--- src/jst_pkg.sv ---
// Shared types for the JSON stream tokenizer: parse states, contexts, result codes and structs.
package jst_pkg;

   typedef enum logic [1:0] {
      MODE_TEXT    = 2'd0,
      MODE_RESTART = 2'd1,
      MODE_STATUS  = 2'd2,
      MODE_NOP     = 2'd3
   } mode_type;

   typedef enum logic [3:0] {
      ST_AWAIT_KEY   = 4'd0,
      ST_AWAIT_COLON = 4'd2,
      ST_AWAIT_VALUE = 4'd3,
      ST_IN_TOKEN    = 4'd7,
      ST_AWAIT_COMMA = 4'd8,
      ST_IN_STRING   = 4'd9,
      ST_IN_ESCAPE   = 4'd10,
      ST_IN_HEX      = 4'd11
   } state_type;

   typedef enum logic [1:0] {
      CX_OBJ = 2'd0,
      CX_ARR = 2'd1,
      CX_KEY = 2'd2,
      CX_STR = 2'd3
   } ctx_type;

   typedef enum logic [3:0] {
      K_CHAR      = 4'd0,
      K_OBJ_OPEN  = 4'd1,
      K_OBJ_CLOSE = 4'd2,
      K_ARR_OPEN  = 4'd3,
      K_ARR_CLOSE = 4'd4,
      K_KEY       = 4'd5,
      K_STRING    = 4'd6,
      K_TOKEN     = 4'd7,
      K_ERROR     = 4'd8,
      K_STATUS    = 4'd9
   } kind_type;

   typedef enum logic [3:0] {
      ERR_NONE       = 4'd0,
      ERR_STACK_FULL = 4'd1,
      ERR_KEY_EXP    = 4'd2,
      ERR_COLON_EXP  = 4'd3,
      ERR_OBJ_CLOSE  = 4'd4,
      ERR_ARR_CLOSE  = 4'd5,
      ERR_COMMA      = 4'd6,
      ERR_STR_END    = 4'd7,
      ERR_OVERFLOW   = 4'd8
   } err_type;

   // one result item
   typedef struct packed {
      kind_type    kind;
      logic [7:0]  char_byte;
      logic [5:0]  text_length;
      err_type     error_code;
      logic [5:0]  depth;
      logic        last;
   } ev_type;

   // parse state other than the text count
   typedef struct packed {
      state_type   st;
      logic [2:0]  hex_seen;
      logic [7:0]  hex_value;
      err_type     fault;
   } pstate_type;

   typedef struct packed {
      logic        clear;
      logic        push;
      logic        pop;
      ctx_type     ctx;
   } stk_op_type;

endpackage

--- src/jst_ram.sv ---
// Generic single-write, single-read RAM with registered read data.
module jst_ram #(
   parameter int WIDTH = 2,
   parameter int DEPTH = 32
) (
   input  logic                     clock,
   input  logic                     wr_en,
   input  logic [$clog2(DEPTH)-1:0] wr_addr,
   input  logic [WIDTH-1:0]         wr_data,
   input  logic [$clog2(DEPTH)-1:0] rd_addr,
   output logic [WIDTH-1:0]         rd_data
);

   logic [WIDTH-1:0] mem_ff [DEPTH];
   logic [WIDTH-1:0] rd_data_ff;

   always_ff @(posedge clock) begin
      if (wr_en) begin
         mem_ff[wr_addr] <= wr_data;
      end
      rd_data_ff <= mem_ff[rd_addr];
   end

   assign rd_data = rd_data_ff;

endmodule

--- src/jst_stack.sv ---
// Context stack: top and next entries in registers, deeper entries in RAM.
module jst_stack import jst_pkg::*; #(
   parameter int STACK_DEPTH = 32
) (
   input  logic                             clock,
   input  logic                             reset,
   input  logic                             apply,
   input  stk_op_type                       op,
   output logic [$clog2(STACK_DEPTH+1)-1:0] count,
   output ctx_type                          top
);

   localparam int CNT_W = $clog2(STACK_DEPTH + 1);
   localparam int AW    = $clog2(STACK_DEPTH);

   logic [CNT_W-1:0] count_ff, count_in;
   ctx_type          top_ff, top_in;
   ctx_type          below_ff, below_in;
   logic             byp_ff, byp_in;
   ctx_type          byp_data_ff;
   logic             wr_en;
   logic [AW-1:0]    wr_addr, rd_addr;
   logic [1:0]       rd_data;
   ctx_type          deep;

   // entry below the next one: RAM data, or what was written on the last cycle
   assign deep = byp_ff ? byp_data_ff : ctx_type'(rd_data);

   always_comb begin
      count_in = count_ff;
      top_in   = top_ff;
      below_in = below_ff;
      wr_en    = 1'b0;
      if (apply) begin
         if (op.clear) begin
            count_in = '0;
         end else if (op.push) begin
            wr_en    = (count_ff >= CNT_W'(2));
            below_in = top_ff;
            top_in   = op.ctx;
            count_in = count_ff + CNT_W'(1);
         end else if (op.pop) begin
            top_in   = below_ff;
            below_in = deep;
            count_in = count_ff - CNT_W'(1);
         end
      end
   end

   assign wr_addr = AW'(count_ff - CNT_W'(2));
   assign rd_addr = AW'(count_in - CNT_W'(3));
   assign byp_in  = wr_en;

   jst_ram #(
      .WIDTH (2),
      .DEPTH (STACK_DEPTH)
   ) u_ram (
      .clock   (clock),
      .wr_en   (wr_en),
      .wr_addr (wr_addr),
      .wr_data (below_ff),
      .rd_addr (rd_addr),
      .rd_data (rd_data)
   );

   always_ff @(posedge clock) begin
      if (reset) begin
         count_ff <= '0;
         byp_ff   <= 1'b0;
      end else begin
         count_ff <= count_in;
         byp_ff   <= byp_in;
      end
      top_ff      <= top_in;
      below_ff    <= below_in;
      byp_data_ff <= below_ff;
   end

   assign count = count_ff;
   assign top   = top_ff;

endmodule

--- src/jst_decode.sv ---
// Byte decoder: next parse state, stack operation and up to two result items per byte.
module jst_decode import jst_pkg::*; #(
   parameter int STACK_DEPTH = 32,
   parameter int TEXT_LIMIT  = 64
) (
   input  logic [1:0]                       mode,
   input  logic [7:0]                       text_byte,
   input  pstate_type                       pst,
   input  logic [$clog2(TEXT_LIMIT)-1:0]    tc,
   input  logic [$clog2(STACK_DEPTH+1)-1:0] stk_count,
   input  ctx_type                          stk_top,
   output pstate_type                       pst_n,
   output logic [$clog2(TEXT_LIMIT)-1:0]    tc_n,
   output stk_op_type                       op,
   output logic [1:0]                       ev_cnt,
   output ev_type                           ev0,
   output ev_type                           ev1
);

   localparam int CNT_W = $clog2(STACK_DEPTH + 1);
   localparam int TC_W  = $clog2(TEXT_LIMIT);

   localparam logic [7:0] CH_SPACE  = 8'h20;
   localparam logic [7:0] CH_DEL    = 8'h7F;
   localparam logic [7:0] CH_LF     = 8'h0A;
   localparam logic [7:0] CH_BS     = 8'h08;
   localparam logic [7:0] CH_FF     = 8'h0C;
   localparam logic [7:0] CH_CR     = 8'h0D;
   localparam logic [7:0] CH_TAB    = 8'h09;
   localparam logic [7:0] CH_QUOTE  = 8'h22;
   localparam logic [7:0] CH_BSLASH = 8'h5C;
   localparam logic [7:0] CH_LBRACE = 8'h7B;
   localparam logic [7:0] CH_RBRACE = 8'h7D;
   localparam logic [7:0] CH_LBRACK = 8'h5B;
   localparam logic [7:0] CH_RBRACK = 8'h5D;
   localparam logic [7:0] CH_COMMA  = 8'h2C;
   localparam logic [7:0] CH_COLON  = 8'h3A;
   localparam logic [7:0] ESC_B     = 8'h62;
   localparam logic [7:0] ESC_F     = 8'h66;
   localparam logic [7:0] ESC_N     = 8'h6E;
   localparam logic [7:0] ESC_R     = 8'h72;
   localparam logic [7:0] ESC_T     = 8'h74;
   localparam logic [7:0] ESC_U     = 8'h75;

   function automatic ev_type mk_ev(kind_type k, logic [7:0] c, logic [5:0] l,
                                    err_type e, logic [5:0] d);
      ev_type r;
      r.kind        = k;
      r.char_byte   = c;
      r.text_length = l;
      r.error_code  = e;
      r.depth       = d;
      r.last        = 1'b0;
      return r;
   endfunction

   // {is hex digit, value}
   function automatic logic [4:0] hex_digit(logic [7:0] b);
      logic [4:0] r;
      r = '0;
      if (b >= 8'h30 && b <= 8'h39) begin
         r = {1'b1, 4'(b - 8'h30)};
      end else if (b >= 8'h61 && b <= 8'h66) begin
         r = {1'b1, 4'(b - 8'h57)};
      end else if (b >= 8'h41 && b <= 8'h46) begin
         r = {1'b1, 4'(b - 8'h37)};
      end
      return r;
   endfunction

   ev_type           ev [2];
   logic [1:0]       cnt;
   logic [5:0]       dep6;
   logic             top_obj, top_arr, top_key, top_str, full;
   logic             room_char, room_hex;
   logic [TC_W-1:0]  tc_cur;
   logic [4:0]       hexd;
   logic [7:0]       hv_new;
   logic [2:0]       hs_new;
   logic             do_comma, do_str;
   logic [7:0]       b;

   assign b       = text_byte;
   assign dep6    = 6'(stk_count);
   assign top_obj = (stk_count != '0) && (stk_top == CX_OBJ);
   assign top_arr = (stk_count != '0) && (stk_top == CX_ARR);
   assign top_key = (stk_count != '0) && (stk_top == CX_KEY);
   assign top_str = (stk_count != '0) && (stk_top == CX_STR);
   assign full    = (stk_count == CNT_W'(STACK_DEPTH));
   assign room_char = (tc < TC_W'(TEXT_LIMIT - 1));
   assign room_hex  = ((TC_W+1)'(tc) + (TC_W+1)'(2)) < (TC_W+1)'(TEXT_LIMIT);
   assign hexd    = hex_digit(b);
   assign hv_new  = {pst.hex_value[3:0], hexd[3:0]};
   assign hs_new  = pst.hex_seen + 3'd1;

   always_comb begin
      pst_n    = pst;
      tc_n     = tc;
      op       = '0;
      op.ctx   = CX_OBJ;
      ev[0]    = '0;
      ev[1]    = '0;
      cnt      = 2'd0;
      tc_cur   = tc;
      do_comma = 1'b0;
      do_str   = 1'b0;

      unique case (mode)
         MODE_RESTART: begin
            pst_n.st        = ST_AWAIT_VALUE;
            pst_n.hex_seen  = '0;
            pst_n.hex_value = '0;
            pst_n.fault     = ERR_NONE;
            tc_n            = '0;
            op.clear        = 1'b1;
         end
         MODE_STATUS: begin
            ev[cnt[0]] = mk_ev(K_STATUS, 8'd0, 6'd0, pst.fault, dep6);
            cnt = cnt + 2'd1;
         end
         MODE_TEXT: begin
            if (pst.fault == ERR_NONE && b >= CH_SPACE && b != CH_DEL &&
                !(b == CH_SPACE && pst.st != ST_IN_STRING && pst.st != ST_IN_HEX)) begin
               unique case (pst.st)
                  ST_AWAIT_KEY: begin
                     if (b == CH_QUOTE) begin
                        if (full) begin
                           pst_n.fault = ERR_STACK_FULL;
                           ev[cnt[0]] = mk_ev(K_ERROR, 8'd0, 6'd0, ERR_STACK_FULL, dep6);
                           cnt = cnt + 2'd1;
                        end else begin
                           op.push  = 1'b1;
                           op.ctx   = CX_KEY;
                           tc_n     = '0;
                           pst_n.st = ST_IN_STRING;
                        end
                     end else if (b == CH_RBRACE) begin
                        do_comma = 1'b1;
                     end else begin
                        pst_n.fault = ERR_KEY_EXP;
                        ev[cnt[0]] = mk_ev(K_ERROR, 8'd0, 6'd0, ERR_KEY_EXP, dep6);
                        cnt = cnt + 2'd1;
                     end
                  end
                  ST_AWAIT_COLON: begin
                     if (b == CH_COLON) begin
                        pst_n.st = ST_AWAIT_VALUE;
                     end else begin
                        pst_n.fault = ERR_COLON_EXP;
                        ev[cnt[0]] = mk_ev(K_ERROR, 8'd0, 6'd0, ERR_COLON_EXP, dep6);
                        cnt = cnt + 2'd1;
                     end
                  end
                  ST_AWAIT_VALUE: begin
                     if (b == CH_LBRACE || b == CH_LBRACK || b == CH_QUOTE) begin
                        if (b == CH_LBRACE) begin
                           ev[cnt[0]] = mk_ev(K_OBJ_OPEN, 8'd0, 6'd0, ERR_NONE, 6'd0);
                           cnt = cnt + 2'd1;
                        end else if (b == CH_LBRACK) begin
                           ev[cnt[0]] = mk_ev(K_ARR_OPEN, 8'd0, 6'd0, ERR_NONE, 6'd0);
                           cnt = cnt + 2'd1;
                        end
                        if (full) begin
                           pst_n.fault = ERR_STACK_FULL;
                           ev[cnt[0]] = mk_ev(K_ERROR, 8'd0, 6'd0, ERR_STACK_FULL, dep6);
                           cnt = cnt + 2'd1;
                        end else begin
                           op.push = 1'b1;
                           if (b == CH_LBRACE) begin
                              op.ctx   = CX_OBJ;
                              pst_n.st = ST_AWAIT_KEY;
                           end else if (b == CH_LBRACK) begin
                              op.ctx   = CX_ARR;
                              pst_n.st = ST_AWAIT_VALUE;
                           end else begin
                              op.ctx   = CX_STR;
                              tc_n     = '0;
                              pst_n.st = ST_IN_STRING;
                           end
                        end
                     end else if (b == CH_RBRACK) begin
                        do_comma = 1'b1;
                     end else if (b == CH_RBRACE || b == CH_COMMA) begin
                        // empty token, then the delimiter
                        tc_n     = '0;
                        pst_n.st = ST_AWAIT_COMMA;
                        ev[cnt[0]] = mk_ev(K_TOKEN, 8'd0, 6'd0, ERR_NONE, 6'd0);
                        cnt = cnt + 2'd1;
                        do_comma = 1'b1;
                     end else begin
                        pst_n.st = ST_IN_TOKEN;
                        tc_n     = TC_W'(1);
                        ev[cnt[0]] = mk_ev(K_CHAR, b, 6'd0, ERR_NONE, 6'd0);
                        cnt = cnt + 2'd1;
                     end
                  end
                  ST_IN_TOKEN: begin
                     if (b == CH_RBRACE || b == CH_RBRACK || b == CH_COMMA) begin
                        pst_n.st = ST_AWAIT_COMMA;
                        ev[cnt[0]] = mk_ev(K_TOKEN, 8'd0, 6'(tc), ERR_NONE, 6'd0);
                        cnt = cnt + 2'd1;
                        do_comma = 1'b1;
                     end else if (!room_char) begin
                        pst_n.fault = ERR_OVERFLOW;
                        ev[cnt[0]] = mk_ev(K_ERROR, 8'd0, 6'd0, ERR_OVERFLOW, dep6);
                        cnt = cnt + 2'd1;
                     end else begin
                        tc_n = tc + TC_W'(1);
                        ev[cnt[0]] = mk_ev(K_CHAR, b, 6'd0, ERR_NONE, 6'd0);
                        cnt = cnt + 2'd1;
                     end
                  end
                  ST_AWAIT_COMMA: begin
                     do_comma = 1'b1;
                  end
                  ST_IN_STRING: begin
                     do_str = 1'b1;
                  end
                  ST_IN_ESCAPE: begin
                     pst_n.st = ST_IN_STRING;
                     if (b == ESC_U) begin
                        if (!room_hex) begin
                           pst_n.fault = ERR_OVERFLOW;
                           ev[cnt[0]] = mk_ev(K_ERROR, 8'd0, 6'd0, ERR_OVERFLOW, dep6);
                           cnt = cnt + 2'd1;
                        end else begin
                           pst_n.hex_seen  = '0;
                           pst_n.hex_value = '0;
                           pst_n.st        = ST_IN_HEX;
                        end
                     end else begin
                        tc_n = tc + TC_W'(1);
                        unique case (b)
                           ESC_B:   ev[cnt[0]] = mk_ev(K_CHAR, CH_BS, 6'd0, ERR_NONE, 6'd0);
                           ESC_F:   ev[cnt[0]] = mk_ev(K_CHAR, CH_FF, 6'd0, ERR_NONE, 6'd0);
                           ESC_N:   ev[cnt[0]] = mk_ev(K_CHAR, CH_LF, 6'd0, ERR_NONE, 6'd0);
                           ESC_R:   ev[cnt[0]] = mk_ev(K_CHAR, CH_CR, 6'd0, ERR_NONE, 6'd0);
                           ESC_T:   ev[cnt[0]] = mk_ev(K_CHAR, CH_TAB, 6'd0, ERR_NONE, 6'd0);
                           default: ev[cnt[0]] = mk_ev(K_CHAR, b, 6'd0, ERR_NONE, 6'd0);
                        endcase
                        cnt = cnt + 2'd1;
                     end
                  end
                  ST_IN_HEX: begin
                     if (hexd[4]) begin
                        pst_n.hex_value = hv_new;
                        pst_n.hex_seen  = hs_new;
                        if (hs_new >= 3'd4) begin
                           tc_n     = tc + TC_W'(1);
                           pst_n.st = ST_IN_STRING;
                           ev[cnt[0]] = mk_ev(K_CHAR, hv_new, 6'd0, ERR_NONE, 6'd0);
                           cnt = cnt + 2'd1;
                        end
                     end else begin
                        // short escape: emit what was gathered, then treat the byte as text
                        tc_cur   = tc + TC_W'(1);
                        tc_n     = tc_cur;
                        pst_n.st = ST_IN_STRING;
                        ev[cnt[0]] = mk_ev(K_CHAR, pst.hex_value, 6'd0, ERR_NONE, 6'd0);
                        cnt = cnt + 2'd1;
                        do_str = 1'b1;
                     end
                  end
                  default: begin
                     pst_n.st = ST_AWAIT_VALUE;
                  end
               endcase

               if (do_comma) begin
                  priority if (b == CH_RBRACE) begin
                     if (top_obj) begin
                        op.pop   = 1'b1;
                        pst_n.st = ST_AWAIT_COMMA;
                        ev[cnt[0]] = mk_ev(K_OBJ_CLOSE, 8'd0, 6'd0, ERR_NONE, 6'd0);
                        cnt = cnt + 2'd1;
                     end else begin
                        pst_n.fault = ERR_OBJ_CLOSE;
                        ev[cnt[0]] = mk_ev(K_ERROR, 8'd0, 6'd0, ERR_OBJ_CLOSE, dep6);
                        cnt = cnt + 2'd1;
                     end
                  end else if (b == CH_RBRACK) begin
                     if (top_arr) begin
                        op.pop   = 1'b1;
                        pst_n.st = ST_AWAIT_COMMA;
                        ev[cnt[0]] = mk_ev(K_ARR_CLOSE, 8'd0, 6'd0, ERR_NONE, 6'd0);
                        cnt = cnt + 2'd1;
                     end else begin
                        pst_n.fault = ERR_ARR_CLOSE;
                        ev[cnt[0]] = mk_ev(K_ERROR, 8'd0, 6'd0, ERR_ARR_CLOSE, dep6);
                        cnt = cnt + 2'd1;
                     end
                  end else if (b == CH_COMMA) begin
                     if (top_obj) begin
                        pst_n.st = ST_AWAIT_KEY;
                     end else if (top_arr) begin
                        pst_n.st = ST_AWAIT_VALUE;
                     end else begin
                        pst_n.fault = ERR_COMMA;
                        ev[cnt[0]] = mk_ev(K_ERROR, 8'd0, 6'd0, ERR_COMMA, dep6);
                        cnt = cnt + 2'd1;
                     end
                  end else begin
                     // stray byte after a value
                     pst_n.st = pst.st;
                  end
               end

               if (do_str) begin
                  priority if (b == CH_QUOTE) begin
                     if (top_key) begin
                        op.pop   = 1'b1;
                        pst_n.st = ST_AWAIT_COLON;
                        ev[cnt[0]] = mk_ev(K_KEY, 8'd0, 6'(tc_cur), ERR_NONE, 6'd0);
                        cnt = cnt + 2'd1;
                     end else if (top_str) begin
                        op.pop   = 1'b1;
                        pst_n.st = ST_AWAIT_COMMA;
                        ev[cnt[0]] = mk_ev(K_STRING, 8'd0, 6'(tc_cur), ERR_NONE, 6'd0);
                        cnt = cnt + 2'd1;
                     end else begin
                        pst_n.fault = ERR_STR_END;
                        ev[cnt[0]] = mk_ev(K_ERROR, 8'd0, 6'd0, ERR_STR_END, dep6);
                        cnt = cnt + 2'd1;
                     end
                  end else if (tc_cur >= TC_W'(TEXT_LIMIT - 1)) begin
                     pst_n.fault = ERR_OVERFLOW;
                     ev[cnt[0]] = mk_ev(K_ERROR, 8'd0, 6'd0, ERR_OVERFLOW, dep6);
                     cnt = cnt + 2'd1;
                  end else if (b == CH_BSLASH) begin
                     pst_n.st = ST_IN_ESCAPE;
                  end else begin
                     tc_n = tc_cur + TC_W'(1);
                     ev[cnt[0]] = mk_ev(K_CHAR, b, 6'd0, ERR_NONE, 6'd0);
                     cnt = cnt + 2'd1;
                  end
               end
            end
         end
         default: begin
            pst_n = pst;
         end
      endcase

      if (cnt == 2'd1) begin
         ev[0].last = 1'b1;
      end else if (cnt == 2'd2) begin
         ev[1].last = 1'b1;
      end
   end

   assign ev_cnt = cnt;
   assign ev0    = ev[0];
   assign ev1    = ev[1];

endmodule

--- src/jst_rsp_buf.sv ---
// Result buffer: holds the up to two result items of one byte and presents them in order.
module jst_rsp_buf import jst_pkg::*; (
   input  logic       clock,
   input  logic       reset,
   input  logic       load,
   input  logic [1:0] ev_cnt,
   input  ev_type     ev0,
   input  ev_type     ev1,
   output logic       free,
   output logic       rsp_valid,
   input  logic       rsp_stall,
   output ev_type     rsp_ev
);

   logic [1:0] cnt_ff, cnt_in;
   ev_type     slot0_ff, slot0_in;
   ev_type     slot1_ff, slot1_in;
   logic       pop;

   assign pop  = (cnt_ff != 2'd0) && !rsp_stall;
   assign free = (cnt_ff == 2'd0) || ((cnt_ff == 2'd1) && !rsp_stall);

   always_comb begin
      cnt_in   = cnt_ff;
      slot0_in = slot0_ff;
      slot1_in = slot1_ff;
      if (load) begin
         cnt_in   = ev_cnt;
         slot0_in = ev0;
         slot1_in = ev1;
      end else if (pop) begin
         cnt_in   = cnt_ff - 2'd1;
         slot0_in = slot1_ff;
      end
   end

   always_ff @(posedge clock) begin
      if (reset) begin
         cnt_ff <= 2'd0;
      end else begin
         cnt_ff <= cnt_in;
      end
      slot0_ff <= slot0_in;
      slot1_ff <= slot1_in;
   end

   assign rsp_valid = (cnt_ff != 2'd0);
   assign rsp_ev    = slot0_ff;

endmodule

--- src/json_stream_tokenizer_unit.sv ---
// Top level of the JSON stream tokenizer: input register, parse state and result buffer.
//
//   channel  ports                                   direction  transfer when
//   req      req_valid req_stall req_mode            in         req_valid && !req_stall
//            req_text_byte
//   rsp      rsp_valid rsp_stall rsp_kind            out        rsp_valid && !rsp_stall
//            rsp_char_byte rsp_text_length
//            rsp_error_code rsp_depth rsp_last
//
// One byte per cycle unless stalled; a byte with two results stalls input until both are taken.
// A byte passes the input register and the decoder; its results are registered in the result buffer.
// The per-byte step is one pass of the decoder against the registered stack top.
// Synchronous reset; no clearing pass, the stack is only read below its count.
// req_stall rises while the input register holds a byte the result buffer cannot yet take.
module json_stream_tokenizer_unit import jst_pkg::*; #(
   parameter int STACK_DEPTH = 32,
   parameter int TEXT_LIMIT  = 64
) (
   input  logic       clock,
   input  logic       reset,
   input  logic       req_valid,
   output logic       req_stall,
   input  logic [1:0] req_mode,
   input  logic [7:0] req_text_byte,
   output logic       rsp_valid,
   input  logic       rsp_stall,
   output logic [3:0] rsp_kind,
   output logic [7:0] rsp_char_byte,
   output logic [5:0] rsp_text_length,
   output logic [3:0] rsp_error_code,
   output logic [5:0] rsp_depth,
   output logic       rsp_last
);

   localparam int CNT_W = $clog2(STACK_DEPTH + 1);
   localparam int TC_W  = $clog2(TEXT_LIMIT);

   logic             in_valid_ff, in_valid_in;
   logic [1:0]       mode_ff;
   logic [7:0]       byte_ff;
   logic             accept, advance, free;

   pstate_type       pst_ff, pst_in;
   logic [TC_W-1:0]  tc_ff, tc_in;
   stk_op_type       op;
   logic [CNT_W-1:0] stk_count;
   ctx_type          stk_top;
   logic [1:0]       ev_cnt;
   ev_type           ev0, ev1, rsp_ev;

   assign advance   = in_valid_ff && free;
   assign req_stall = in_valid_ff && !free;
   assign accept    = req_valid && !req_stall;

   always_comb begin
      in_valid_in = in_valid_ff;
      if (accept) begin
         in_valid_in = 1'b1;
      end else if (advance) begin
         in_valid_in = 1'b0;
      end
   end

   always_ff @(posedge clock) begin
      if (reset) begin
         in_valid_ff      <= 1'b0;
         pst_ff.st        <= ST_AWAIT_VALUE;
         pst_ff.hex_seen  <= '0;
         pst_ff.hex_value <= '0;
         pst_ff.fault     <= ERR_NONE;
         tc_ff            <= '0;
      end else begin
         in_valid_ff <= in_valid_in;
         if (advance) begin
            pst_ff <= pst_in;
            tc_ff  <= tc_in;
         end
      end
      if (accept) begin
         mode_ff <= req_mode;
         byte_ff <= req_text_byte;
      end
   end

   jst_decode #(
      .STACK_DEPTH (STACK_DEPTH),
      .TEXT_LIMIT  (TEXT_LIMIT)
   ) u_decode (
      .mode      (mode_ff),
      .text_byte (byte_ff),
      .pst       (pst_ff),
      .tc        (tc_ff),
      .stk_count (stk_count),
      .stk_top   (stk_top),
      .pst_n     (pst_in),
      .tc_n      (tc_in),
      .op        (op),
      .ev_cnt    (ev_cnt),
      .ev0       (ev0),
      .ev1       (ev1)
   );

   jst_stack #(
      .STACK_DEPTH (STACK_DEPTH)
   ) u_stack (
      .clock (clock),
      .reset (reset),
      .apply (advance),
      .op    (op),
      .count (stk_count),
      .top   (stk_top)
   );

   jst_rsp_buf u_rsp_buf (
      .clock     (clock),
      .reset     (reset),
      .load      (advance),
      .ev_cnt    (ev_cnt),
      .ev0       (ev0),
      .ev1       (ev1),
      .free      (free),
      .rsp_valid (rsp_valid),
      .rsp_stall (rsp_stall),
      .rsp_ev    (rsp_ev)
   );

   assign rsp_kind        = rsp_ev.kind;
   assign rsp_char_byte   = rsp_ev.char_byte;
   assign rsp_text_length = rsp_ev.text_length;
   assign rsp_error_code  = rsp_ev.error_code;
   assign rsp_depth       = rsp_ev.depth;
   assign rsp_last        = rsp_ev.last;

endmodule
--- config.mk ---
export PLATFORM = sky130hd
export DESIGN_NAME = json_stream_tokenizer_unit
export DESIGN_NICKNAME = d
export VERILOG_FILES = /design/src/jst_pkg.sv /design/src/jst_ram.sv /design/src/jst_stack.sv /design/src/jst_decode.sv /design/src/jst_rsp_buf.sv /design/src/json_stream_tokenizer_unit.sv
export SDC_FILE = /design/constraint.sdc
export NUM_CORES = 1
export LEC_CHECK = 0
export CAP_MARGIN = 20
export CORE_ASPECT_RATIO = 1.1
export CORE_MARGIN = 5
export CORE_UTILIZATION = 50
export DETAILED_ROUTE_END_ITERATION = 16
export DONT_BUFFER_PORTS = 1
export PLACE_DENSITY = 0.69
export SLEW_MARGIN = 20
export SYNTH_ARGS = -nofsm -noshare
export SYNTH_HDL_FRONTEND = slang
export SYNTH_SLANG_ARGS = --single-unit
export TNS_END_PERCENT = 10
--- constraint.sdc ---
create_clock -name clock -period 4.7 [get_ports clock]
set_clock_uncertainty 0.05 [all_clocks]
set_input_delay 0.47 -clock clock [delete_from_list [all_inputs] [get_ports clock]]
set_output_delay 0.47 -clock clock [all_outputs]
set_load 0.01 [all_outputs]
==> results by group, run 1 <==
Final layout
  • Share of cells above drive strength 1: 12.63%
  • # nets final: 1102
  • Fillers: 1762
  • Final Util: 55.78%
  • Diodes inserted: 0
  • Final cell count without fillers: 1333
  • Commonest non-fill, non-tap cell in the layout: nor2_1
  • Layout area overhead: 10.75%
  • Most frequent cells in the layout: nor2_1, edfxtp_1, nand2_1

Die
  • Full die area: 0.02356 mm^2
  • Core Area: 0.02044 mm^2
  • Row count: 55
  • Die Span X: 146.8 um
  • Chip height: 160.5 um
  • Io pins: 45
  • Initial Util: 50.36%

Placement
  • Routability cong.: 1.010
  • Detailed-placement wirelength estimate: 21200 um
  • Placed cell count: 1298
  • Dpl ws: 0.2534 ns
  • Port Buffers: 0

Setup path
  • Crit Path Category: reg2reg
  • CP startpoint kind: register
  • Largest stage delay, worst path: 0.51 ns
  • Critical Path Most Common Cell: inv_1
  • Critical path's top delay family: compound AO/OA/AOI/OAI gates
  • Worst path depth: 16
  • Worst reg-to-reg setup slack: 0.22 ns
  • R2R depth: 16
  • CP cell instances: inv_1 -> ha_1 -> or3b_2 -> a31o_2 -> a21oi_1 -> buf_4 -> mux2i_1 -> inv_1 -> ha_1 -> inv_1 -> a311oi_2 -> o21ai_1 -> nand2b_1 -> a22oi_1 -> o21ai_0 -> o21ai_0
  • Crit path required time: 4.92 ns
  • Max FO, Critical Path: 12
  • Worst Path Buf+Inv: 4
  • WP data arrival: 4.69 ns
  • Worst reg2reg endpoint: u_rsp_buf.rsp_ev[0]
  • Start of the worst register-to-register path: byte_ff[0]
  • Critical Path Source: byte_ff[0]
  • Setup crit end: u_rsp_buf.rsp_ev[0]
  • CP Capture Type: register
  • CP max-delay cell: a22oi_1

STA
  • Max Freq: 0.2233 GHz
  • Slew @ Worst Pin: 1.096 ns
  • Setup violators final: 0
  • Tightest hold margin: 0.03808 ns
  • Unrepaired setup endpoints after global routing: false
  • Final Hold Fails: 0
  • Final setup TNS: 0 ns
  • Final Max Slew Viols: 0
  • Fin crit share: 95.27%
  • Slew HR: 26.95%
  • Final setup margin: 0.2221 ns
  • Post-route minimum period: 4.478 ns

Global routing
  • Vias in the first global route: 8277
  • GRT Util Overall: 25.07%
  • Overflow after GRT: 0
  • Initial antenna violation count: 2
  • First-pass GRT wire length: 46390 um
  • Largest net degree at the start of global routing: 42

Clock network
  • CTS tree: built
  • Clk_lat worst skew: 0.45 ns
  • Sink Count: 175
  • H-tree levels: 4
  • Inserted Clock Buffers: 17
  • Reg clk slew, reported paths: 0.09 ns
  • Bufs on Longest Clock Path: 2
  • CTS root buf: clkbuf_16
  • Post-CTS Hold Fix Bufs: 0

Yosys
  • Synth cell types: 91
  • Yosys warning count: 0
  • Post-Syn Area: 0.01029 mm^2
  • Post-synth top flop: edfxtp_1
  • Asr flop ratio synth: 0%
  • Post-Syn Instances: 1055
  • Register bit total from synthesis: 175
  • Post-synth EDFFs: 136
  • Syn_area_per_cell: 9.757 um^2
  • Post-synthesis sequential area ratio: 47.26%
  • Syn nets: 1093

Drt
  • Pre-antenna DRT Iters: 6
  • Vias/cell: 6.453
  • DR vias: 8602
  • Routed WL: 29670 um
  • Final antenna-violating net count: 0
  • Drt first-iter violations: 1047
  • Post-route DRC: 0
  • DR WL/cell: 22.26 um

Pwr
  • Maximum vdd drop: 290.2 uV
  • Pleak: 3.940 nW
  • PwrDens: 329.8 mW/mm^2

Status
  • Status: finished clean

Flow run
  • Max Cap Violations: 0

Hold path
  • Worst Hold Class: in2reg
registers in the layout (all words and copies together), names as in the netlist:
name                   flops
u_stack.u_ram.mem_ff      64
u_rsp_buf.rsp_ev          29
u_rsp_buf.slot1_ff        29
pst_ff                    19
byte_ff                    8
tc_ff                      6
u_stack.count              6
mode_ff                    2
u_rsp_buf.cnt_ff           2
u_stack.below_ff           2
u_stack.byp_data_ff        2
u_stack.top                2
u_stack.u_ram.rd_data      2
in_valid_ff                1
u_stack.byp_ff             1
routing by layer:
metal	part of all wire [%]	track usage (%)	vias up
met5	0.098	0	-
met4	4.2	10.48	4
met3	8.0	5.107	97
met2	46	39.84	455
met1	41	33.59	4067
li1	-	-	3979
cell usage after synthesis, types with 5 or more instances:
cell | number | area (um^2)
a22oi_1 | 8 | 60.06
nand2b_1 | 7 | 43.79
mux2_2 | 6 | 67.56
and2_1 | 19 | 118.9
mux2i_1 | 11 | 110.1
nor3_1 | 31 | 155.2
and3_1 | 15 | 93.84
nor4_1 | 10 | 62.56
edfxtp_1 | 136 | 4084
nand2_1 | 104 | 390.4
o211ai_1 | 7 | 52.55
dfxtp_1 | 39 | 780.8
nor2b_1 | 10 | 62.56
a21o_1 | 8 | 60.06
o21ai_1 | 8 | 40.04
nand3_1 | 36 | 180.2
o21ai_0 | 65 | 325.3
nor2_1 | 144 | 540.5
clkbuf_1 | 42 | 157.7
o21a_1 | 7 | 52.55
xor2_1 | 5 | 43.79
a21oi_1 | 73 | 365.4
buf_2 | 10 | 50.05
mux4_2 | 16 | 360.4
inv_1 | 26 | 97.59
nand3b_1 | 8 | 60.06
a211oi_1 | 9 | 67.56
xnor2_1 | 14 | 122.6
a31oi_1 | 14 | 87.58
a32oi_1 | 8 | 70.07
ha_1 | 24 | 300.3
o31ai_1 | 7 | 52.55
a22o_1 | 16 | 140.1
o22ai_1 | 5 | 31.28
nand4_1 | 8 | 50.05
logic make-up after synthesis:
family,share of synthesized area (%)
multiplexers,5.373
XOR/XNOR,1.884
buffers and inverters,3.683
flip-flops,47.26
adder cells (fa/ha/maj),2.917
AND/OR/NAND/NOR,20.32
AO/OA/AOI/OAI,18.56
worst register-to-register path: stages, from the launching register on:
cell and delay (ns):
edfxtp_1 0.46, inv_1 0.22, ha_1 0.19, or3b_2 0.48, a31o_2 0.27, a21oi_1 0.24
buf_4 0.25, mux2i_1 0.26, inv_1 0.09, ha_1 0.23, inv_1 0.07, a311oi_2 0.04
o21ai_1 0.30, nand2b_1 0.22, a22oi_1 0.51, o21ai_0 0.17, o21ai_0 0.26
timing repair:
| item | 4_1_cts | 5_1_grt |
|---|---|---|
| endpoints found under the setup margin | 0 | 8 |
| setup buffers | 0 | 2 |
| gates resized for setup | 0 | 0 |
cell type report:
| class | instances | area, um^2 | area share, % |
|---|---|---|---|
| multi-input cells | 791 | 5061 | 44.40 |
| flip-flops and latches | 175 | 4865 | 42.67 |
| clock buffers | 17 | 425.4 | 3.732 |
| repair buffers | 51 | 390.4 | 3.424 |
| well taps | 256 | 320.3 | 2.810 |
| clock inverters | 15 | 230.2 | 2.020 |
| inverters | 28 | 107.6 | 0.9439 |
stage by stage:
stage / power, mW / instance area [um^2]
4_1_cts: 3.773 / 11370
6_report: 3.759 / 11400
5_1_grt: 3.884 / 11400
3_5_place_dp: 2.253 / 10710
3_3_place_gp: 2.244 / 10710
2_1_floorplan: 2.120 / 10290
how the worst min path moves through the flow:
stage,start,to,cells past startpoint
floorplan,pst_ff[10],pst_ff[10],2
global placement,pst_ff[11],pst_ff[11],2
detailed placement,pst_ff[11],pst_ff[11],2
CTS,reset,u_stack.count[4],1
global route,reset,u_stack.count[4],1
finish,reset,u_stack.count[4],1
report_power, final:
| group | switching [mW] | internal, mW |
|---|---|---|
| logic | 0.250 | 0.112 |
| clock network | 0.782 | 0.758 |
| registers | 0.0791 | 1.78 |
| total | 1.11 | 2.65 |
Power figures use the tool's default switching activity.
==> run 2, diff against run 1 <==
--- a/config.mk
+++ b/config.mk
@@ -5,13 +5,14 @@
 export SDC_FILE = /design/constraint.sdc
 export NUM_CORES = 1
 export LEC_CHECK = 0
+export BUFFER_PORTS_ARGS = -buffer_cell sky130_fd_sc_hd__buf_2
 export CAP_MARGIN = 20
 export CORE_ASPECT_RATIO = 1.1
 export CORE_MARGIN = 5
 export CORE_UTILIZATION = 50
 export DETAILED_ROUTE_END_ITERATION = 16
-export DONT_BUFFER_PORTS = 1
-export PLACE_DENSITY = 0.69
+export PLACE_DENSITY = 0.7
+export REMOVE_ABC_BUFFERS = 1
 export SLEW_MARGIN = 20
 export SYNTH_ARGS = -nofsm -noshare
 export SYNTH_HDL_FRONTEND = slang
==> results by group, run 2 (synthesis results as in run 1) <==
Status
  • Status: finished clean

Final layout
  • Total area of sequential cells: 0.004865 mm^2 (unchanged)
  • Fillers: 1755 (-0.40%)
  • Commonest non-fill, non-tap cell in the layout: nor2_1
  • Reg with most FFs: u_stack.u_ram.mem_ff
  • Layout area overhead: 12.36%
  • Multi-input logic area: 0.005076 mm^2 (+0.30%)
  • Max reg flops: 64 (unchanged)
  • Diodes inserted: 0 (unchanged)
  • Share of cells above drive strength 1: 15.98% (+3.4 points)
  • # nets final: 1139 (+3.4%)
  • Design area: 0.01157 mm^2 (+1.5%)
  • Most frequent cells in the layout: nor2_1, edfxtp_1, nand2_1

Die
  • Row count: 55 (unchanged)
  • Full die area: 0.02356 mm^2 (unchanged)
  • Io pins: 45 (unchanged)
  • Initial Util: 50.36% (unchanged)
  • Chip height: 160.5 um (unchanged)
  • Core Area: 0.02044 mm^2 (unchanged)
  • Die Span X: 146.8 um (unchanged)

Placement
  • Routability cong.: 1.035 (+2.5%)
  • Port Buffers: 44 (+44)
  • Dpl cell area: 0.01090 mm^2 (+1.7%)
  • Detailed-placement wirelength estimate: 21260 um (+0.31%)

STA
  • Final Hold Fails: 0 (unchanged)
  • Fin crit share: 93.51% (-1.8 points)
  • Unrepaired setup endpoints after global routing: false
  • Final Max Slew Viols: 0 (unchanged)
  • Slew @ Worst Pin: 1.066 ns (-0.02963 ns)
  • Post-route minimum period: 4.395 ns (-0.08283 ns)
  • Final setup TNS: 0 ns (unchanged)
  • Setup violators final: 0 (unchanged)
  • Max Freq: 0.2275 GHz (+1.9%)
  • Slew HR: 28.92% (+2.0 points)

Clock network
  • Post-CTS Hold Fix Bufs: 0 (unchanged)
  • CTS tree: built
  • H-tree levels: 4 (unchanged)
  • Bufs on Longest Clock Path: 2 (unchanged)
  • CTS root buf: clkbuf_16
  • Inserted Clock Buffers: 17 (unchanged)
  • Reg clk slew, reported paths: 0.08 ns (about the same)
  • Clk_lat worst skew: 0.44 ns (about the same)
  • Sink Count: 175 (unchanged)

Setup path
  • CP Capture Type: register
  • Crit path required time: 4.82 ns (-0.10 ns)
  • Crit Path Category: reg2reg
  • WP data arrival: 4.51 ns (-0.18 ns)
  • Max FO, Critical Path: 13 (+1)
  • CP startpoint kind: register

Drt
  • Vias/cell: 6.373 (-1.2%)
  • Pre-antenna DRT Iters: 7 (+1)
  • Drt first-iter violations: 991 (-5.3%)
  • Post-route DRC: 0 (unchanged)
  • DR vias: 8731 (+1.5%)
  • DR WL/cell: 21.55 um (-3.2%)
  • Routed WL: 29520 um (-0.50%)
  • Final antenna-violating net count: 0 (unchanged)

Pwr
  • PwrDens: 326.8 mW/mm^2 (-0.91%)
  • Maximum vdd drop: 233.1 uV (-20%)
  • Pleak: 4.075 nW (+3.4%)

Global routing
  • First-pass GRT wire length: 46840 um (+0.97%)
  • Vias in the first global route: 8538 (+3.2%)
  • Overflow after GRT: 0 (unchanged)
  • GRT Util Overall: 25.00% (-0.077 points)
  • Largest net degree at the start of global routing: 42 (unchanged)
  • Initial antenna violation count: 0 (-2)

Flow run
  • Max Cap Violations: 0 (unchanged)

Hold path
  • Worst Hold Class: in2reg
## run 2: cell count changes in the layout (fill, tap and decap cells not counted), sizes merged
cell  delta
buf     +37
## run 2: worst paths after layout
check / startpoint / endpoint / slack (ns) / cells after the start
setup / recovery: u_stack.count[1] / u_rsp_buf.rsp_ev[26] / 0.30 / 15
setup reg to reg: u_stack.count[1] / u_rsp_buf.rsp_ev[26] / 0.30 / 15
hold reg to reg: pst_ff[10] / pst_ff[10] / 0.41 / 2
hold / removal: req_mode[1] / mode_ff[1] / 0.17 / 1
## run 2: power breakdown
group	switching (mW)	internal (mW)
logic	0.293	0.151
registers	0.0448	1.77
clock network	0.767	0.750
## run 2: per-layer routing
metal | routed length (um) | GRT usage (%)
met1 | 12200 | 32.60
met2 | 13670 | 40.31
met3 | 2262 | 4.712
met4 | 1392 | 11.93
met5 | 0 | 0
## run 2: final cells by class
type	instances	share of cell area [%]
inverter	28	0.9303
clock buffer	17	3.678
tap	256	2.769
timing repair buffer	88	4.792
multi-input combinational	791	43.89
clock inverter	15	1.882
sequential	175	42.06
## run 2: critical path, cell delays in order (launching register included)
cell       delay [ns]
dfxtp_1          0.39
inv_1            0.15
ha_1             0.24
nor4b_2          0.35
nand2_1          0.30
ha_1             0.36
o211ai_1         0.18
nand4_1          0.20
buf_4            0.26
nor3_1           0.26
a221oi_2         0.12
buf_4            0.23
nand2_1          0.26
inv_1            0.15
a2111oi_0        0.46
o21ai_0          0.14
## run 2: repair_timing
item | CTS | global route
endpoints found under the setup margin | 0 | 11
resized for setup | 0 | 5
setup buffers | 0 | 0
## run 2: per-stage QoR
step	hold WS, ns	total power [mW]	util (%)	cells	worst slack, ns
global placement	0.3931	2.289	53.32	1337	0.3760
floorplan	0.3762	2.102	-	994	-1.038
finish	0.1668	3.780	56.59	1370	0.3049
detailed placement	0.4059	2.296	53.32	1337	0.2061
CTS	0.1532	3.803	56.46	1369	0.1707
global route	0.1541	3.909	56.59	1370	0.01194
==> run 3, diff against run 2 <==
--- a/config.mk
+++ b/config.mk
@@ -13,6 +13,7 @@
 export DETAILED_ROUTE_END_ITERATION = 16
 export PLACE_DENSITY = 0.7
 export REMOVE_ABC_BUFFERS = 1
+export SETUP_SLACK_MARGIN = 0.5
 export SLEW_MARGIN = 20
 export SYNTH_ARGS = -nofsm -noshare
 export SYNTH_HDL_FRONTEND = slang
==> results by group, run 3 (synthesis results as in run 1) <==
Hold path
  • Worst Hold Class: in2reg

Pwr
  • Comb pwr share: 12.3% (+0.6 points)
  • Maximum vdd drop: 234.7 uV (+0.70%)
  • Register share of total power: 47.7% (-0.4 points)
  • Internal power: 2.689 mW (+0.54%)
  • Switching part of the total: 29.33% (+0.10 points)
  • NetSw: 1.116 mW (+1.0%)
  • Clock network power share: 39.9% (-0.2 points)
  • PwrDens: 322.1 mW/mm^2 (-1.4%)
  • Pleak: 4.209 nW (+3.3%)

STA
  • Setup violators final: 0 (unchanged)
  • Final setup TNS: 0 ns (unchanged)
  • Slew @ Worst Pin: 1.069 ns (+0.002988 ns)
  • Unrepaired setup endpoints after global routing: true
  • Max Freq: 0.2413 GHz (+6.0%)
  • Slew HR: 28.46% (-0.46 points)
  • Final Hold Fails: 0 (unchanged)
  • Tightest hold margin: 0.1650 ns (-0.001757 ns)
  • Final setup margin: 0.5553 ns (+0.2504 ns)
  • Post-route minimum period: 4.145 ns (-0.2504 ns)
  • Final Max Slew Viols: 0 (unchanged)
  • Fin crit share: 88.18% (-5.3 points)

Final layout
  • # nets final: 1160 (+1.8%)
  • Most frequent cells in the layout: nor2_1, edfxtp_1, nand2_1
  • Max reg flops: 64 (unchanged)
  • Share of cells above drive strength 1: 19.03% (+3.1 points)
  • Design area: 0.01182 mm^2 (+2.2%)
  • Reg with most FFs: u_stack.u_ram.mem_ff
  • Final cell count without fillers: 1391 (+1.5%)
  • Layout area overhead: 14.78%
  • Commonest non-fill, non-tap cell in the layout: nor2_1
  • Diodes inserted: 0 (unchanged)

Global routing
  • Largest net degree at the start of global routing: 42 (unchanged)
  • First-pass GRT wire length: 46850 um (about the same)
  • Overflow after GRT: 0 (unchanged)
  • Initial antenna violation count: 0 (unchanged)
  • GRT Util Overall: 25.02% (about the same)
  • Vias in the first global route: 8542 (+0.047%)

Drt
  • Drt first-iter violations: 1014 (+2.3%)
  • Final antenna-violating net count: 0 (unchanged)
  • DR WL/cell: 21.62 um (+0.34%)
  • Pre-antenna DRT Iters: 6 (-1)
  • Vias/cell: 6.372 (about the same)
  • Routed WL: 30070 um (+1.9%)
  • DR vias: 8863 (+1.5%)
  • Post-route DRC: 0 (unchanged)

Flow run
  • Max Cap Violations: 0 (unchanged)

Die
  • Core Area: 0.02044 mm^2 (unchanged)
  • Die Span X: 146.8 um (unchanged)
  • Row count: 55 (unchanged)
  • Full die area: 0.02356 mm^2 (unchanged)
  • Chip height: 160.5 um (unchanged)
  • Initial Util: 50.36% (unchanged)
  • Io pins: 45 (unchanged)

Placement
  • Placed cell count: 1337 (unchanged)
  • Routability cong.: 1.035 (unchanged)
  • Detailed-placement wirelength estimate: 21260 um (unchanged)
  • Port Buffers: 44 (unchanged)
  • Dpl ws: 0.2061 ns (unchanged)
  • Dpl cell area: 0.01090 mm^2 (unchanged)

Clock network
  • Clk_lat worst skew: 0.45 ns (about the same)
  • Sink Count: 175 (unchanged)
  • Inserted Clock Buffers: 17 (unchanged)
  • CTS tree: built
  • Post-CTS Hold Fix Bufs: 0 (unchanged)
  • H-tree levels: 4 (unchanged)
  • CTS root buf: clkbuf_16
  • Bufs on Longest Clock Path: 2 (unchanged)
  • Reg clk slew, reported paths: 0.08 ns (about the same)

Setup path
  • Largest stage delay, worst path: 0.55 ns (+0.09 ns)
  • Max FO, Critical Path: 8 (-5)
  • CP startpoint kind: register
  • CP max-delay cell: edfxtp_1
  • Crit path required time: 4.91 ns (+0.09 ns)
  • Crit Path Category: reg2reg
  • CP cell instances: buf_4 -> nand4bb_1 -> o21ai_1 -> nand3_1 -> a21oi_1 -> nand4_1 -> ha_1 -> a221oi_2 -> nand2_1 -> o221ai_1 -> a32oi_1 -> o31ai_1
  • CP Capture Type: register
  • Worst Path Buf+Inv: 1 (-3)
  • WP data arrival: 4.36 ns (-0.15 ns)
  • Critical path's top delay family: compound AO/OA/AOI/OAI gates

Status
  • Status: finished clean
-- run 3: cell count changes in the layout (fill, tap and decap cells not counted), moves of 2 or more --
| cell | before | now |
|---|---|---|
| buf_4 | 43 | 63 |
| a21oi_1 | 73 | 69 |
| a21oi_2 | 0 | 4 |
| a2111oi_2 | 0 | 2 |
| dfxtp_1 | 39 | 37 |
| dfxtp_2 | 0 | 2 |
| nand2_1 | 104 | 102 |
| nand2_2 | 0 | 2 |
-- run 3: final timing paths --
| check | startpoint | to | slack, ns | cells past startpoint |
|---|---|---|---|---|
| setup / recovery | byte_ff[6] | u_rsp_buf.rsp_ev[8] | 0.56 | 12 |
| hold / removal | req_mode[1] | mode_ff[1] | 0.17 | 1 |
| setup reg to reg | byte_ff[6] | u_rsp_buf.rsp_ev[8] | 0.56 | 12 |
| hold reg to reg | pst_ff[10] | pst_ff[10] | 0.41 | 2 |
-- run 3: cell type report --
type / count / area, um^2
Fill cell: 1717 / 8623
Multi-Input combinational cell: 791 / 5161
Sequential cell: 175 / 4867
Timing Repair Buffer: 109 / 715.7
Clock buffer: 17 / 425.4
Tap cell: 256 / 320.3
Clock inverter: 15 / 217.7
Inverter: 28 / 107.6
-- run 3: repair_timing --
item	CTS	global route
pin swaps	0	2
buffers inserted	2	19
resized for setup	2	25
endpoints found under the setup margin	33	65
-- run 3: power groups by stage --
stage               Sequential, mW  Clock (mW)  Combinational (mW)
finish                        1.82        1.52               0.470
global route                  1.83        1.60               0.507
CTS                           1.82        1.54               0.443
detailed placement            1.85           0               0.442
global placement              1.85           0               0.437
floorplan                     1.88           0               0.224
-- run 3: metrics by stage --
step,util (%),power (mW)
floorplan,-,2.102
global placement,53.32,2.289
detailed placement,53.32,2.296
CTS,56.57,3.803
global route,57.81,3.931
finish,57.81,3.805
-- run 3: per-layer routing --
| metal | track usage, % | share of wire [%] |
|---|---|---|
| met3 | 4.684 | 7.7 |
| met1 | 32.65 | 41 |
| met2 | 40.37 | 46 |
| met4 | 11.85 | 4.7 |
| met5 | 0 | 0 |
